--- src/hdl/bpmc_pkg.sv ---
// ----------------------------------------------------------------------------
// bpmc_pkg: shared types and constants for the button press menu controller
// Holds configuration register indexes, display codes, the per-tick result
// record and the brightness word helper.
// ----------------------------------------------------------------------------
package bpmc_pkg;

  localparam int CFG_IDX_W  = 3;
  localparam int CFG_DATA_W = 24;

  localparam logic [CFG_IDX_W-1:0] REG_LONG_HOLD   = 3'd0;
  localparam logic [CFG_IDX_W-1:0] REG_POWER_PRESS = 3'd1;
  localparam logic [CFG_IDX_W-1:0] REG_DEBOUNCE    = 3'd2;
  localparam logic [CFG_IDX_W-1:0] REG_AUTO_OFF    = 3'd3;
  localparam logic [CFG_IDX_W-1:0] REG_START_EFF   = 3'd4;

  localparam logic [15:0] LONG_HOLD_RST   = 16'd30;
  localparam logic [15:0] POWER_PRESS_RST = 16'd150;
  localparam logic [15:0] DEBOUNCE_RST    = 16'd10;
  localparam logic [23:0] AUTO_OFF_RST    = 24'd54000;
  localparam logic [2:0]  START_EFF_RST   = 3'd0;

  localparam logic [15:0] HELD_MAX = 16'hFFFF;
  localparam logic [23:0] IDLE_MAX = 24'hFFFFFF;

  localparam logic [2:0] BRIGHT_MAX    = 3'd6;
  localparam logic [4:0] BRIGHT_OFFSET = 5'd9;

  localparam logic [1:0] DISP_EFFECT    = 2'd0;
  localparam logic [1:0] DISP_INDICATOR = 2'd1;
  localparam logic [1:0] DISP_OFF       = 2'd2;

  typedef struct packed {
    logic [15:0] long_hold;
    logic [15:0] power_press;
    logic [15:0] debounce;
    logic [23:0] auto_off;
  } cfg_t;

  typedef struct packed {
    logic        power_off;
    logic        menu_mode;
    logic        clear_frame;
    logic [14:0] bright_word;
    logic [2:0]  bright_level;
    logic [2:0]  indicator_count;
    logic [2:0]  effect_index;
    logic [1:0]  display_mode;
  } res_t;

  // (1 << (level + 9)) - 1, kept to 15 bits
  function automatic logic [14:0] bright_word_of(input logic [2:0] level);
    logic [4:0] sh;
    sh = {2'b00, level} + BRIGHT_OFFSET;
    return ~(15'h7FFF << sh);
  endfunction

endpackage

--- src/hdl/bpmc_cfg.sv ---
// ----------------------------------------------------------------------------
// bpmc_cfg: configuration registers
// Takes register writes, holds the press thresholds and timers, and issues a
// reload of the current effect when the start effect is written.
// ----------------------------------------------------------------------------
module bpmc_cfg #(
  parameter int NUM_EFFECTS = 5
) (
  input  logic                             clk,
  input  logic                             rst_n,
  input  logic                             wr_en,
  input  logic [bpmc_pkg::CFG_IDX_W-1:0]   wr_index,
  input  logic [bpmc_pkg::CFG_DATA_W-1:0]  wr_data,
  output bpmc_pkg::cfg_t                   cfg,
  output logic                             eff_load,
  output logic [2:0]                       eff_start
);

  localparam logic [3:0] NUM_EFF = 4'(NUM_EFFECTS);

  bpmc_pkg::cfg_t cfg_r;
  logic [3:0]     red_v;

  // reduce the written start effect modulo the effect count
  always_comb begin
    red_v = {1'b0, wr_data[2:0]};
    for (int i = 0; i < 7; i++) begin
      if (red_v >= NUM_EFF) red_v = red_v - NUM_EFF;
    end
  end

  always_ff @(posedge clk) begin
    if (!rst_n) begin
      cfg_r.long_hold   <= bpmc_pkg::LONG_HOLD_RST;
      cfg_r.power_press <= bpmc_pkg::POWER_PRESS_RST;
      cfg_r.debounce    <= bpmc_pkg::DEBOUNCE_RST;
      cfg_r.auto_off    <= bpmc_pkg::AUTO_OFF_RST;
    end else if (wr_en) begin
      unique case (wr_index)
        bpmc_pkg::REG_LONG_HOLD:   cfg_r.long_hold   <= wr_data[15:0];
        bpmc_pkg::REG_POWER_PRESS: cfg_r.power_press <= wr_data[15:0];
        bpmc_pkg::REG_DEBOUNCE:    cfg_r.debounce    <= wr_data[15:0];
        bpmc_pkg::REG_AUTO_OFF:    cfg_r.auto_off    <= wr_data[23:0];
        default: ;
      endcase
    end
  end

  assign cfg       = cfg_r;
  assign eff_load  = wr_en && (wr_index == bpmc_pkg::REG_START_EFF);
  assign eff_start = red_v[2:0];

endmodule

--- src/hdl/bpmc_core.sv ---
// ----------------------------------------------------------------------------
// bpmc_core: press classifier and menu state
// Times presses and idle frames, sorts releases into short, long and power
// presses, steps the menu and forms the result for each frame tick.
// ----------------------------------------------------------------------------
module bpmc_core #(
  parameter int NUM_EFFECTS = 5
) (
  input  logic            clk,
  input  logic            rst_n,
  input  logic            step,
  input  logic            sw,
  input  bpmc_pkg::cfg_t  cfg,
  input  logic            eff_load,
  input  logic [2:0]      eff_start,
  output bpmc_pkg::res_t  res
);

  localparam logic [2:0] EFF_LAST = 3'(NUM_EFFECTS - 1);

  typedef enum logic [1:0] {
    PS_WAITING,
    PS_PRESSED,
    PS_RELEASED,
    PS_OFF_DELAY
  } press_t;

  typedef enum logic {
    MENU_MAIN,
    MENU_BRIGHT
  } menu_t;

  press_t      ps_r, ps_nxt;
  menu_t       menu_r, menu_nxt;
  logic [15:0] held_r, held_nxt;
  logic [23:0] idle_r, idle_nxt;
  logic [2:0]  eff_r, eff_nxt;
  logic [2:0]  bright_r, bright_nxt;
  logic [1:0]  mode_r, mode_nxt;
  logic [2:0]  ind_r, ind_nxt;
  logic        halted_r, halted_nxt;
  logic        clear;

  logic [15:0] held_inc;
  logic [23:0] idle_v;
  logic        is_short;

  assign held_inc = (held_r == bpmc_pkg::HELD_MAX) ? held_r : held_r + 16'd1;
  assign idle_v   = sw ? '0 : idle_r;
  assign is_short = held_r <= cfg.long_hold;

  always_comb begin
    ps_nxt     = ps_r;
    menu_nxt   = menu_r;
    held_nxt   = held_r;
    idle_nxt   = idle_r;
    eff_nxt    = eff_r;
    bright_nxt = bright_r;
    mode_nxt   = mode_r;
    ind_nxt    = ind_r;
    halted_nxt = halted_r;
    clear      = 1'b0;

    if (!halted_r) begin
      idle_nxt = idle_v;
      if (idle_v >= cfg.auto_off) begin
        halted_nxt = 1'b1;
      end else begin
        idle_nxt = (idle_v == bpmc_pkg::IDLE_MAX) ? idle_v : idle_v + 24'd1;
        unique case (ps_r)
          PS_WAITING: begin
            if (sw) begin
              ps_nxt   = PS_PRESSED;
              held_nxt = 16'd1;
            end
          end
          PS_PRESSED: begin
            if (sw) begin
              held_nxt = held_inc;
              if (held_inc >= cfg.power_press) begin
                mode_nxt = bpmc_pkg::DISP_OFF;
              end else if (held_inc > cfg.long_hold) begin
                mode_nxt = bpmc_pkg::DISP_INDICATOR;
                ind_nxt  = 3'd1;
              end
            end else if (held_r >= cfg.power_press && !is_short) begin
              // power press: keep the held count, settle before halting
              ps_nxt = PS_OFF_DELAY;
            end else begin
              if (menu_r == MENU_MAIN) begin
                if (is_short) begin
                  eff_nxt  = (eff_r == EFF_LAST) ? 3'd0 : eff_r + 3'd1;
                  mode_nxt = bpmc_pkg::DISP_EFFECT;
                  clear    = 1'b1;
                end else begin
                  ind_nxt  = bright_r + 3'd1;
                  mode_nxt = bpmc_pkg::DISP_INDICATOR;
                  menu_nxt = MENU_BRIGHT;
                end
              end else begin
                if (is_short) begin
                  bright_nxt = (bright_r == 3'd0) ? bpmc_pkg::BRIGHT_MAX : bright_r - 3'd1;
                  ind_nxt    = bright_nxt + 3'd1;
                  mode_nxt   = bpmc_pkg::DISP_INDICATOR;
                end else begin
                  mode_nxt = bpmc_pkg::DISP_EFFECT;
                  clear    = 1'b1;
                  menu_nxt = MENU_MAIN;
                end
              end
              ps_nxt   = PS_RELEASED;
              held_nxt = 16'd0;
            end
          end
          PS_RELEASED: begin
            held_nxt = held_inc;
            if (held_inc >= cfg.debounce) begin
              ps_nxt   = PS_WAITING;
              held_nxt = 16'd0;
            end
          end
          PS_OFF_DELAY: begin
            held_nxt = held_inc;
            if (held_inc >= cfg.debounce) halted_nxt = 1'b1;
          end
        endcase
      end
    end
  end

  always_ff @(posedge clk) begin
    if (!rst_n) begin
      ps_r     <= PS_WAITING;
      menu_r   <= MENU_MAIN;
      held_r   <= '0;
      idle_r   <= '0;
      eff_r    <= bpmc_pkg::START_EFF_RST;
      bright_r <= bpmc_pkg::BRIGHT_MAX;
      mode_r   <= bpmc_pkg::DISP_EFFECT;
      ind_r    <= '0;
      halted_r <= 1'b0;
    end else begin
      if (step) begin
        ps_r     <= ps_nxt;
        menu_r   <= menu_nxt;
        held_r   <= held_nxt;
        idle_r   <= idle_nxt;
        bright_r <= bright_nxt;
        mode_r   <= mode_nxt;
        ind_r    <= ind_nxt;
        halted_r <= halted_nxt;
      end
      if (eff_load) begin
        eff_r <= eff_start;
      end else if (step) begin
        eff_r <= eff_nxt;
      end
    end
  end

  always_comb begin
    res.display_mode    = mode_nxt;
    res.effect_index    = eff_nxt;
    res.indicator_count = ind_nxt;
    res.bright_level    = bright_nxt;
    res.bright_word     = bpmc_pkg::bright_word_of(bright_nxt);
    res.clear_frame     = clear;
    res.menu_mode       = (menu_nxt == MENU_BRIGHT);
    res.power_off       = halted_nxt;
  end

endmodule

--- src/hdl/bpmc_obuf.sv ---
// ----------------------------------------------------------------------------
// bpmc_obuf: result register
// Holds one result until the receiver takes it; a new result may load in the
// same cycle the held one leaves.
// ----------------------------------------------------------------------------
module bpmc_obuf (
  input  logic            clk,
  input  logic            rst_n,
  input  logic            load,
  input  bpmc_pkg::res_t  res,
  input  logic            take,
  output logic            valid,
  output bpmc_pkg::res_t  data
);

  logic           valid_r;
  bpmc_pkg::res_t data_r;

  always_ff @(posedge clk) begin
    if (!rst_n) begin
      valid_r <= 1'b0;
    end else if (load) begin
      valid_r <= 1'b1;
    end else if (take) begin
      valid_r <= 1'b0;
    end
  end

  always_ff @(posedge clk) begin
    if (load) data_r <= res;
  end

  assign valid = valid_r;
  assign data  = data_r;

endmodule

--- src/hdl/button_press_menu_controller.sv ---
// ----------------------------------------------------------------------------
// button_press_menu_controller: button press classifier and menu
// Sorts frame-tick button samples into short, long and power presses and
// drives a two-mode effect and brightness menu with automatic power off.
// ----------------------------------------------------------------------------
// Usage: send one request per frame tick on the in_ stream, in_tdata[0] being
// the sampled button level. Each request yields exactly one result on the
// out_ stream with display mode, effect, indicator count, brightness level
// and driver word, clear pulse, menu mode and the sticky power-off flag.
// out_tvalid rises in the cycle after a request is taken; throughput is one
// request per cycle without a stall, set by the single output register.
// in_tready stays high while the output register is empty or being drained,
// so a stalled receiver holds back at most one result and then the input.
// Configuration writes on the cfg_ channel are taken every cycle and should
// be issued while no request is outstanding; writing the start effect loads
// the current effect at once. After reset (rst_n low, synchronous) the
// registers hold their defaults, brightness is 6, the main menu is active,
// and the power-off state is cleared; only reset leaves power-off.
// ----------------------------------------------------------------------------
module button_press_menu_controller #(
  parameter int NUM_EFFECTS = 5
) (
  input  logic                             clk,
  input  logic                             rst_n,
  // in_tdata: [0] button_level, [7:1] zero
  input  logic                             in_tvalid,
  output logic                             in_tready,
  input  logic [7:0]                       in_tdata,
  // out_tdata: [1:0] display_mode, [4:2] effect_index, [7:5] indicator_count,
  // [10:8] bright_level, [25:11] bright_word, [26] clear_frame,
  // [27] menu_mode, [28] power_off, [31:29] zero
  output logic                             out_tvalid,
  input  logic                             out_tready,
  output logic [31:0]                      out_tdata,
  input  logic                             cfg_valid,
  output logic                             cfg_ready,
  input  logic [bpmc_pkg::CFG_IDX_W-1:0]   cfg_index,
  input  logic [bpmc_pkg::CFG_DATA_W-1:0]  cfg_data
);

  bpmc_pkg::cfg_t cfg;
  bpmc_pkg::res_t res;
  bpmc_pkg::res_t res_q;
  logic           eff_load;
  logic [2:0]     eff_start;
  logic           step;

  assign cfg_ready = 1'b1;
  assign in_tready = !out_tvalid || out_tready;
  assign step      = in_tvalid && in_tready;

  bpmc_cfg #(
    .NUM_EFFECTS (NUM_EFFECTS)
  ) u_cfg (
    .clk       (clk),
    .rst_n     (rst_n),
    .wr_en     (cfg_valid && cfg_ready),
    .wr_index  (cfg_index),
    .wr_data   (cfg_data),
    .cfg       (cfg),
    .eff_load  (eff_load),
    .eff_start (eff_start)
  );

  bpmc_core #(
    .NUM_EFFECTS (NUM_EFFECTS)
  ) u_core (
    .clk       (clk),
    .rst_n     (rst_n),
    .step      (step),
    .sw        (in_tdata[0]),
    .cfg       (cfg),
    .eff_load  (eff_load),
    .eff_start (eff_start),
    .res       (res)
  );

  bpmc_obuf u_obuf (
    .clk   (clk),
    .rst_n (rst_n),
    .load  (step),
    .res   (res),
    .take  (out_tready),
    .valid (out_tvalid),
    .data  (res_q)
  );

  assign out_tdata = {3'b000, res_q};

endmodule
--- config.mk ---
export PLATFORM = sky130hd
export DESIGN_NAME = button_press_menu_controller
export DESIGN_NICKNAME = d
export VERILOG_FILES = /design/src/hdl/bpmc_pkg.sv /design/src/hdl/bpmc_cfg.sv /design/src/hdl/bpmc_core.sv /design/src/hdl/bpmc_obuf.sv /design/src/hdl/button_press_menu_controller.sv
export SDC_FILE = /design/constraint.sdc
export NUM_CORES = 1
export LEC_CHECK = 0
export BUFFER_PORTS_ARGS = -buffer_cell sky130_fd_sc_hd__buf_2
export CAP_MARGIN = 20
export CORE_MARGIN = 2
export CORE_UTILIZATION = 60
export DETAILED_ROUTE_END_ITERATION = 8
export PLACE_DENSITY = 0.83
export SLEW_MARGIN = 15
export SYNTH_ARGS = -nofsm -noshare
export SYNTH_HDL_FRONTEND = slang
export SYNTH_SLANG_ARGS = --single-unit
--- constraint.sdc ---
create_clock -name clk -period 20.5 [get_ports clk]
set_input_delay 1.025 -clock clk [delete_from_list [all_inputs] [get_ports clk]]
set_output_delay 1.025 -clock clk [all_outputs]
set_load 0.02 [all_outputs]
### Word-level counts from Yosys, hierarchy flattened

Cells that the tools add are included.

| operators by class | value |
|---|---|
| add/subtract/negate cells | 14 |
| multipliers | 0 |
| div/mod/pow operators | 0 |
| $lt $le $gt $ge | 13 |
| equal/unequal tests | 14 |
| shift-type cells | 1 |
| muxes and demuxes | 74 |
| bitwise logic cells | 4 |
| reduce and logical (&&, ||, !) cells | 20 |

Operators with widths:

| operator | count |
|---|---|
| $mux W3 | 29 |
| $mux W16 | 5 |
| $mux W24 | 3 |
| $pmux W16 S4 | 1 |
| $ge A16 B16 Y1 | 3 |
| $add A24 B1 Y24 const B | 1 |
| $eq A24 B24 Y1 const B | 1 |
| $ge A24 B24 Y1 | 1 |
| $ge A4 B3 Y1 const B | 6 |
| $mux W4 | 6 |
| $mux W2 | 11 |
| $sub A4 B3 Y4 const B | 5 |
| $mux W1 | 18 |
| $add A16 B1 Y16 const B | 1 |
| $eq A16 B16 Y1 const B | 1 |
| $gt A16 B16 Y1 | 1 |
| $le A16 B16 Y1 | 1 |
| $not A15 Y15 | 1 |
| $shl A15 B5 Y15 const A | 1 |
| $reduce_and A2 Y1 | 5 |
| $add A3 B1 Y3 const B | 3 |
| $reduce_and A7 Y1 | 1 |
| $eq A3 B2 Y1 const B | 2 |
| $eq A3 B3 Y1 const B | 2 |
| other kinds (22) | 31 |

| word-level totals | value |
|---|---|
| register bits | 157 |
| latch bits | 0 |
| bits in writable memories | 0 |
| memory bits (read-only) | 0 |
| input bits | 40 |
| memories kept | 0 |

### Logic depth before layout (Yosys ltp)

Gate-level depths: netlist of run 1.

| logic depth | value |
|---|---|
| depth after elaboration | 15 |
| depth in mapped cells | 40 |
| depth with buffers taken out | 37 |

### Cells and area by module

A second synthesis of run 1 with hierarchy kept.

| second synthesis, totals | value |
|---|---|
| cell total of the unflattened synthesis | 1336 |
| area, all modules | 10968.0 um2 |

Modules (own cells, without submodules):

| module | instances | cells each | area an instance (um2) | seq. area each (um2) |
|---|---|---|---|---|
| bpmc_core | 1 | 842 | 6346.1 | 1101.1 |
| bpmc_cfg | 1 | 454 | 3649.8 | 1441.4 |
| bpmc_obuf | 1 | 32 | 912.1 | 890.9 |
| button_press_menu_controller | 1 | 8 | 60.1 | 0.0 |

### Worst setup path after synthesis of run 1

Ideal clock, no wire load.

| timing path | value |
|---|---|
| path type | input-to-reg |
| start | input port cfg_data[0] (netlist name) |
| end | register u_core.eff_r[0] |
| library setup time | 84 ps |
| arrival | 7667 ps |
| setup slack | 12749 ps |
| stages on the path | 39 |
| buffers on the path | 3 |
| path through | buf_2 buf_2 inv_1 ha_1 inv_1 ha_1 buf_4 a21o_1 mux2i_1 inv_1 ha_1 nor3b_1 o21a_1 o221ai_2 inv_2 ha_1 nor2_1 a31oi_1 [3 not listed] a21oi_4 mux2i_1 ha_1 nor2_1 a32o_1 a31o_2 ha_1 a21oi_1 o21ai_0 o221a_2 o21ba_2 ha_1 nand2b_1 nor3_1 o31ai_1 nand2_1 xnor2_1 o31ai_2 |

| on the way | value |
|---|---|
| word-level cells in the longest chain between the ends | 15 |
| elaborated cells on any way between the ends | 22 |

RTL lines:

| item | RTL line | RTL |
|---|---|---|
| from (decl) | button_press_menu_controller.sv:38 | `input logic [bpmc_pkg::CFG_DATA_W-1:0] cfg_data` |
| $sub A3 B3 Y4 or $ge A3 B3 Y1 (tied branches) | bpmc_cfg.sv:28 | `if (red_v >= NUM_EFF) red_v = red_v - NUM_EFF;` |
| $mux W4 * | bpmc_cfg.sv:28 |  |
| $sub A4 B3 Y4 or $ge A4 B3 Y1 (tied branches) | bpmc_cfg.sv:28 |  |
| $mux W4 * | bpmc_cfg.sv:28 |  |
| $sub A4 B3 Y4 or $ge A4 B3 Y1 (tied branches) | bpmc_cfg.sv:28 |  |
| $mux W4 * | bpmc_cfg.sv:28 |  |
| $sub A4 B3 Y4 or $ge A4 B3 Y1 (tied branches) | bpmc_cfg.sv:28 |  |
| $mux W4 * | bpmc_cfg.sv:28 |  |
| $sub A4 B3 Y4 or $ge A4 B3 Y1 (tied branches) | bpmc_cfg.sv:28 |  |
| $mux W4 * | bpmc_cfg.sv:28 |  |
| $sub A4 B3 Y4 or $ge A4 B3 Y1 (tied branches) | bpmc_cfg.sv:28 |  |
| $mux W4 * | bpmc_cfg.sv:28 |  |
| $ge A4 B3 Y1 or $sub A3 B3 Y3 (tied branches) | bpmc_cfg.sv:28 |  |
| $mux W3 * | bpmc_cfg.sv:28 |  |
| $mux W3 * | bpmc_core.sv:153 | `if (eff_load) begin` |
| to (signal assigned) | bpmc_core.sv:137 | `eff_r <= bpmc_pkg::START_EFF_RST;` |
| to (signal assigned) | bpmc_core.sv:154 | `eff_r <= eff_start;` |
| to (signal assigned) | bpmc_core.sv:156 | `eff_r <= eff_nxt;` |
| to (decl) | bpmc_core.sv:37 | `logic [2:0] eff_r, eff_nxt;` |

Every way passes the cells marked *; elsewhere a longest branch is shown, timed or not.
A chain may end at the register's enable or synchronous reset.

### Worst setup path after layout of run 1

Ends and elaborated chain as after synthesis.

==> impl_summary.txt, run 1 <==
----------------------------------------------------
[STA]
  Max frequency ... 121 MHz
  RSZ-0062 raised after global routing ... no
  Slew at the pin closest to its max-slew limit ... 1.03 ns
  Count of final hold-check violations ... 0
  Final hold slack ... 0.455 ns
  Time the final worst path needs with I/O delays and setup ... 8.25 ns
  Final setup violating endpoints ... 0
  Final number of max-transition violations ... 0
  Setup tns final ... 0 ns
  Post-route fraction of the period consumed by the critical path ... 0.402
  Relative slew slack ... 0.311
  Clk_skew ... 0.0124 ns

[Critical path]
  Top fanout value on the critical path ... 19
  Crit-path max cell delay ... 0.44 ns
  Slack of the worst reg-to-reg path ... 15.18 ns
  Most common cell type on the critical path ... sky130_fd_sc_hd__ha_1
  Launch instance of the worst register-to-register path ... u_core.held_r[3]
  CP required ... 20.86 ns
  Worst Reg-to-Reg Cells ... 18
  Category of the worst setup path launch point ... input port
  Cell with the largest stage delay on the worst path ... sky130_fd_sc_hd__ha_1
  Startpoint-to-endpoint class of the critical path ... in2reg
  Worst endpoint data arrival time ... 8.61 ns
  End of the worst register-to-register path ... u_core.held_r[3]
  CP Capture Type ... flip-flop

[Finish]
  Most common library cell in the layout ignoring fill and taps ... sky130_fd_sc_hd__nand2_1
  Commonest non-fill, non-tap cells in the layout ... sky130_fd_sc_hd__nand2_1 (207), sky130_fd_sc_hd__dfxtp_1 (128), sky130_fd_sc_hd__ha_1 (126)
  Layout net count ... 1,494
  Final antenna diode count ... 0
  Area overhead of the layout relative to synthesis ... 9.65%
  Fraction of layout cells with a size suffix above 1 ... 0.104
  Post-Route Utilization ... 0.670

[Worst hold path]
  Hold Crit Endpoint ... u_cfg.cfg[2]
  Hold Path Class ... reg2reg
  Worst Hold Depth ... 2
  Startpoint of the tightest hold check path ... u_cfg.cfg[2]

[Clock network]
  Clock net sink count ... 155
  Clock-pin slew on the worst setup and hold paths ... 0.07 ns
  Buffer depth of the longest clock path ... 2
  Number of resized instances in the post-cts repair step ... 0
  H-tree depth reported by CTS ... 4
  Buffers inserted during post-CTS setup optimization ... 0
  Root buffer cell ... sky130_fd_sc_hd__clkbuf_16
  CTS Hold Bufs ... 0
  TritonCTS clock tree ... done
  Clock insertion delay at the later pin of the skew report ... 0.44 ns
  Number of buffers created by CTS ... 17

[Placed design]
  Count of buffers from port buffering ... 63
  Final HPWL DP ... 18,500 µm
  RD Place Congestion ... 0.966

[Floorplan]
  Die footprint ... 0.0186 mm²
  Y dimension of the die ... 136 µm
  IO Count ... 75
  Die boundary width ... 136 µm
  Total core area ... 0.0172 mm²
  Core Rows ... 48
  Initial cell density of the core ... 0.611

[Route]
  Post-DR wirelength/cell ... 16.5 µm
  Routed Antenna Nets ... 0
  Drt drc ... 0
  Detailed-router iteration count before antenna repair ... 7
  Total Wirelength ... 25,900 µm
  Drt via density ... 6.04
  Routed via count ... 9,453
  DRC marker count from the first detailed-route iteration ... 911

[Yosys]
  Cells taking the most area after synthesis ... sky130_fd_sc_hd__dfxtp_1 (24%), sky130_fd_sc_hd__ha_1 (15%), sky130_fd_sc_hd__edfxtp_1 (7.7%), sky130_fd_sc_hd__nand2_1 (7.4%), sky130_fd_sc_hd__a21oi_1 (5.6%)
  Mean post-synth cell area ... 8.12 µm²
  Seq/Total Area, Yosys ... 0.320
  Yosys top cell by area ... sky130_fd_sc_hd__dfxtp_1
  Unique masters post-synth ... 76
  Share of synthesized registers carrying an async set or reset ... 0
  Mapped cell area ... 0.0105 mm²
  Yosys warning total ... 0
  Predominant post-synthesis flop cell ... sky130_fd_sc_hd__dfxtp_1
  Count of flip-flops with a built-in enable after synthesis ... 27
  Post-synth top area share ... 0.243
  Gate Count Post-Synth ... 1,296
  #FFs+latches synth ... 155

[Global route]
  Global-route usage over all layers ... 0.288
  Initial antenna violation count ... 0
  Via count of the first global-routing pass ... 8,814
  Overflow after GRT ... 0
  Maximum number of pins on one net before global-route repair ... 79
  Global-route wire length before repair ... 42,600 µm

[Power]
  Pwr per Cell Area ... 67.9 mW/mm²
  Total Power Consumption ... 0.783 mW
  Peak supply drop ... 0.0715 mV
  Leak Pwr ... 5.03 nW

[Run]
  Count of max-cap constraint violations ... 0

[Outcome]
  Result of the run ... finished, final reports clean

----------------------------------------------------
[synthesized netlist by cell type, types with 6 or more instances]
library cell               count
sky130_fd_sc_hd__a31o_2        6
sky130_fd_sc_hd__and3_1       18
sky130_fd_sc_hd__or2_2         7
sky130_fd_sc_hd__o21a_1       16
sky130_fd_sc_hd__a31oi_1      16
sky130_fd_sc_hd__o31ai_1       6
sky130_fd_sc_hd__and2_1       10
sky130_fd_sc_hd__a21oi_1     117
sky130_fd_sc_hd__dfxtp_1     128
sky130_fd_sc_hd__a21o_1       49
sky130_fd_sc_hd__clkbuf_1     46
sky130_fd_sc_hd__nand4_1      24
sky130_fd_sc_hd__nor2_1       68
sky130_fd_sc_hd__inv_1        99
sky130_fd_sc_hd__nor3_1       19
sky130_fd_sc_hd__edfxtp_1     27
sky130_fd_sc_hd__ha_1        126
sky130_fd_sc_hd__xnor2_1      18
sky130_fd_sc_hd__nor2b_1      32
sky130_fd_sc_hd__buf_4         8
sky130_fd_sc_hd__nand2b_1     15
sky130_fd_sc_hd__o211ai_1     27
sky130_fd_sc_hd__nand3_1      44
sky130_fd_sc_hd__xor2_1       11
sky130_fd_sc_hd__a211oi_1      7
sky130_fd_sc_hd__o21ai_0      38
sky130_fd_sc_hd__nand2_1     207
sky130_fd_sc_hd__mux2i_1      11
sky130_fd_sc_hd__nor3b_1       6
[routing by layer]
layer	global-route usage	share of wire	vias up
li1	-	-	4640
met1	0.390	0.46	4443
met2	0.466	0.46	322
met3	0.0462	0.057	48
met4	0.100	0.025	0
met5	0	0	-
[flip-flops by register name, indices dropped and copies added (netlist names)]
| register | flops |
|---|---|
| u_cfg.cfg | 72 |
| u_obuf.data | 27 |
| u_core.idle_r | 24 |
| u_core.held_r | 16 |
| u_core.bright_r | 3 |
| u_core.eff_r | 3 |
| u_core.ind_r | 3 |
| u_core.mode_r | 2 |
| u_core.ps_r | 2 |
| u_core.halted_r | 1 |
| u_core.menu_r | 1 |
| u_obuf.valid | 1 |
[worst max-delay path by stage]
stage | start | endpoint | slack [ns] | cells after the start
after floorplan | cfg_data[0] | u_core.eff_r[0] | 12.75 | 39
after global placement | cfg_data[0] | u_core.eff_r[0] | 12.11 | 37
after detailed placement | cfg_data[0] | u_core.eff_r[0] | 11.95 | 37
after CTS | cfg_data[0] | u_core.eff_r[0] | 12.38 | 37
after global routing | cfg_data[0] | u_core.eff_r[0] | 11.58 | 37
final | cfg_data[0] | u_core.eff_r[0] | 12.25 | 37
[metrics by stage]
stage	area (µm²)	setup WS, ns	cells
finish	11500	12.25	1566
global route	11500	11.58	1566
CTS	11500	12.38	1565
detailed placement	10900	11.95	1533
global placement	10900	12.11	1532
floorplan	10500	12.75	1298
[worst max-delay path: cells and delay by family]
kind	cells	cell delay, ns
compound gates	14	3.04
fa+ha+maj	8	2.39
buf+inv	6	0.74
mux	2	0.66
simple gates	6	0.59
xor+xnor	1	0.15
[power by group]
part           switching (mW)  internal, mW
combinational          0.0907        0.0563
clock                   0.151         0.164
sequential            0.00393         0.318
total                   0.245         0.538
[area by class of cell]
type	instances	area, µm²
inverters	100	375
clock buffers	17	425
well taps	225	282
clock inverters	15	178
fillers	1419	5690
flip-flops and latches	155	3370
repair buffers	69	362
multi-input cells	985	6550
[cell families after synthesis]
logic type | after synthesis | synth area share
buf+inv | 158 | 0.0601
compound gates | 334 | 0.213
other cells | 2 | 0.000713
fa+ha+maj | 126 | 0.150
flops | 155 | 0.320
simple gates | 476 | 0.216
mux | 16 | 0.0158
xor+xnor | 29 | 0.0241
Note: power is estimated with default switching activity, not from simulation.
==> inputs of run 2 (changes only) <==
CORE_UTILIZATION = 56   (was 60)
PLACE_DENSITY = 0.82   (was 0.83)
clock period = 7.5 ns   (was 20.5 ns; I/O delays follow)
==> impl_summary.txt, run 2 (synthesis results as in run 1) <==
----------------------------------------------------
[Critical path]
  Top fanout value on the critical path ... 19 (unchanged)
  Cell with the largest stage delay on the worst path ... sky130_fd_sc_hd__ha_1
  CP required ... 7.85 ns (-13.01 ns)
  Startpoint-to-endpoint class of the critical path ... in2reg
  Slack of the worst reg-to-reg path ... 2.29 ns (-12.89 ns)
  CP Capture Type ... flip-flop
  Crit-path max cell delay ... 0.48 ns (+0.04 ns)
  Most common cell type on the critical path ... sky130_fd_sc_hd__ha_1
  Worst endpoint data arrival time ... 7.25 ns (-1.36 ns)
  Category of the worst setup path launch point ... input port

[Floorplan]
  Initial cell density of the core ... 0.567 (-0.0442)
  Die footprint ... 0.0199 mm² (+6.9%)
  Core Rows ... 50 (+4.2%)
  Die boundary width ... 141 µm (+3.4%)
  Y dimension of the die ... 141 µm (+3.4%)
  IO Count ... 75 (unchanged)
  Total core area ... 0.0186 mm² (+7.8%)

[Power]
  Pwr per Cell Area ... 181 mW/mm² (+170%)
  Peak supply drop ... 0.186 mV (+160%)
  Leak Pwr ... 5.03 nW (about the same)

[Route]
  Routed via count ... 9,471 (+0.19%)
  Total Wirelength ... 26,300 µm (+1.5%)
  Drt via density ... 5.99 (-0.76%)
  Post-DR wirelength/cell ... 16.6 µm (+0.54%)
  Drt drc ... 0 (unchanged)
  Detailed-router iteration count before antenna repair ... 7 (unchanged)
  DRC marker count from the first detailed-route iteration ... 758 (-17%)
  Routed Antenna Nets ... 0 (unchanged)

[Finish]
  Final antenna diode count ... 0 (unchanged)
  Area overhead of the layout relative to synthesis ... 9.58% (about the same)
  Most common library cell in the layout ignoring fill and taps ... sky130_fd_sc_hd__nand2_1
  Layout net count ... 1,500 (+0.40%)
  Number of flip-flops in the largest register ... 72 (unchanged)
  Fraction of layout cells with a size suffix above 1 ... 0.105 (+0.00102)
  Commonest non-fill, non-tap cells in the layout ... sky130_fd_sc_hd__nand2_1 (207), sky130_fd_sc_hd__dfxtp_1 (128), sky130_fd_sc_hd__ha_1 (126)
  Post-Route Utilization ... 0.621 (-0.0488)
  Cell area after layout ... 0.0115 mm² (about the same)
  Number of fill cells in the layout ... 1,578 (+11%)

[STA]
  Max frequency ... 145 MHz
  Final hold slack ... 0.173 ns (-0.282 ns)
  RSZ-0062 raised after global routing ... no
  Relative slew slack ... 0.399 (+0.0884)
  Final number of max-transition violations ... 0 (unchanged)
  Clk_skew ... 0.0122 ns (-0.000204 ns)
  Post-route fraction of the period consumed by the critical path ... 0.921
  Count of final hold-check violations ... 0 (unchanged)
  Slew at the pin closest to its max-slew limit ... 0.901 ns (-0.126 ns)
  Setup tns final ... 0 ns (unchanged)
  Final setup violating endpoints ... 0 (unchanged)
  Time the final worst path needs with I/O delays and setup ... 6.90 ns

[Placed design]
  Count of buffers from port buffering ... 63 (unchanged)
  Placed inst area ... 0.0110 mm² (+0.40%)
  Final HPWL DP ... 19,100 µm (+2.9%)
  RD Place Congestion ... 0.925 (-4.3%)

[Clock network]
  Clock net sink count ... 155 (unchanged)
  Number of buffers created by CTS ... 17 (unchanged)
  CTS Hold Bufs ... 0 (unchanged)
  TritonCTS clock tree ... done
  Clock-pin slew on the worst setup and hold paths ... 0.07 ns (about the same)
  H-tree depth reported by CTS ... 4 (unchanged)
  Buffer depth of the longest clock path ... 2 (unchanged)
  Buffers inserted during post-CTS setup optimization ... 0 (unchanged)
  Number of resized instances in the post-cts repair step ... 0 (unchanged)
  Clock insertion delay at the later pin of the skew report ... 0.43 ns (about the same)
  Root buffer cell ... sky130_fd_sc_hd__clkbuf_16

[Worst hold path]
  Hold Path Class ... in2reg

[Global route]
  Global-route usage over all layers ... 0.261 (-0.0270)
  Initial antenna violation count ... 0 (unchanged)
  Maximum number of pins on one net before global-route repair ... 87 (+10%)
  Overflow after GRT ... 0 (unchanged)
  Global-route wire length before repair ... 42,200 µm (-0.88%)
  Via count of the first global-routing pass ... 8,662 (-1.7%)

[Outcome]
  Result of the run ... finished, final reports clean

[Run]
  Count of max-cap constraint violations ... 0 (unchanged)

----------------------------------------------------
[run 2: changes by cell type in the layout (fill, tap and decap cells not counted), moves of 2 or more]
cell,change
sky130_fd_sc_hd__buf_4,+5
sky130_fd_sc_hd__clkinv_2,+2
sky130_fd_sc_hd__clkinv_8,-5
sky130_fd_sc_hd__inv_6,+2
sky130_fd_sc_hd__inv_8,-2
[run 2: path summary, 6_finish.rpt]
check / from / cells after the start / endpoint
min reg2reg: u_cfg.cfg[66] / 2 / u_cfg.cfg[66]
max: cfg_data[0] / 34 / u_core.eff_r[0]
max reg2reg: u_core.held_r[3] / 18 / u_core.held_r[3]
min: cfg_data[17] / 3 / u_cfg.cfg[17]
[run 2: report_power, final]
part	switching, mW	internal (mW)	total [mW]
logic	0.249	0.160	0.410
registers	0.0111	0.869	0.880
clock network	0.369	0.429	0.799
[run 2: metal layers]
layer / GRT usage / part of all wire
met4: 0.0926 / 0.027
met1: 0.352 / 0.46
met2: 0.421 / 0.46
met3: 0.0482 / 0.055
met5: 0 / 0
[run 2: final cells by class]
cell class | count | area, µm² | area share
repair buffers | 75 | 414 | 0.0359
multi-input cells | 985 | 6540 | 0.567
well taps | 234 | 293 | 0.0254
inverters | 100 | 375 | 0.0325
flip-flops and latches | 155 | 3370 | 0.292
clock inverters | 14 | 109 | 0.00944
clock buffers | 18 | 429 | 0.0372
[run 2: critical path: cells and delay by family]
family	cells	cell delay, ns
buf+inv	4	0.59
simple gates	6	0.61
mux	2	0.51
compound gates	14	3.02
fa+ha+maj	7	1.97
xor+xnor	1	0.15
[run 2: metrics by stage]
step           std cells  total power, mW  setup slack (ns)
4_1_cts             1579             2.09             0.634
6_report            1581             2.09             0.596
3_3_place_gp        1546             1.29             0.333
2_1_floorplan       1298             1.20             0.399
3_5_place_dp        1547             1.30             0.207
5_1_grt             1581             2.18            0.0965
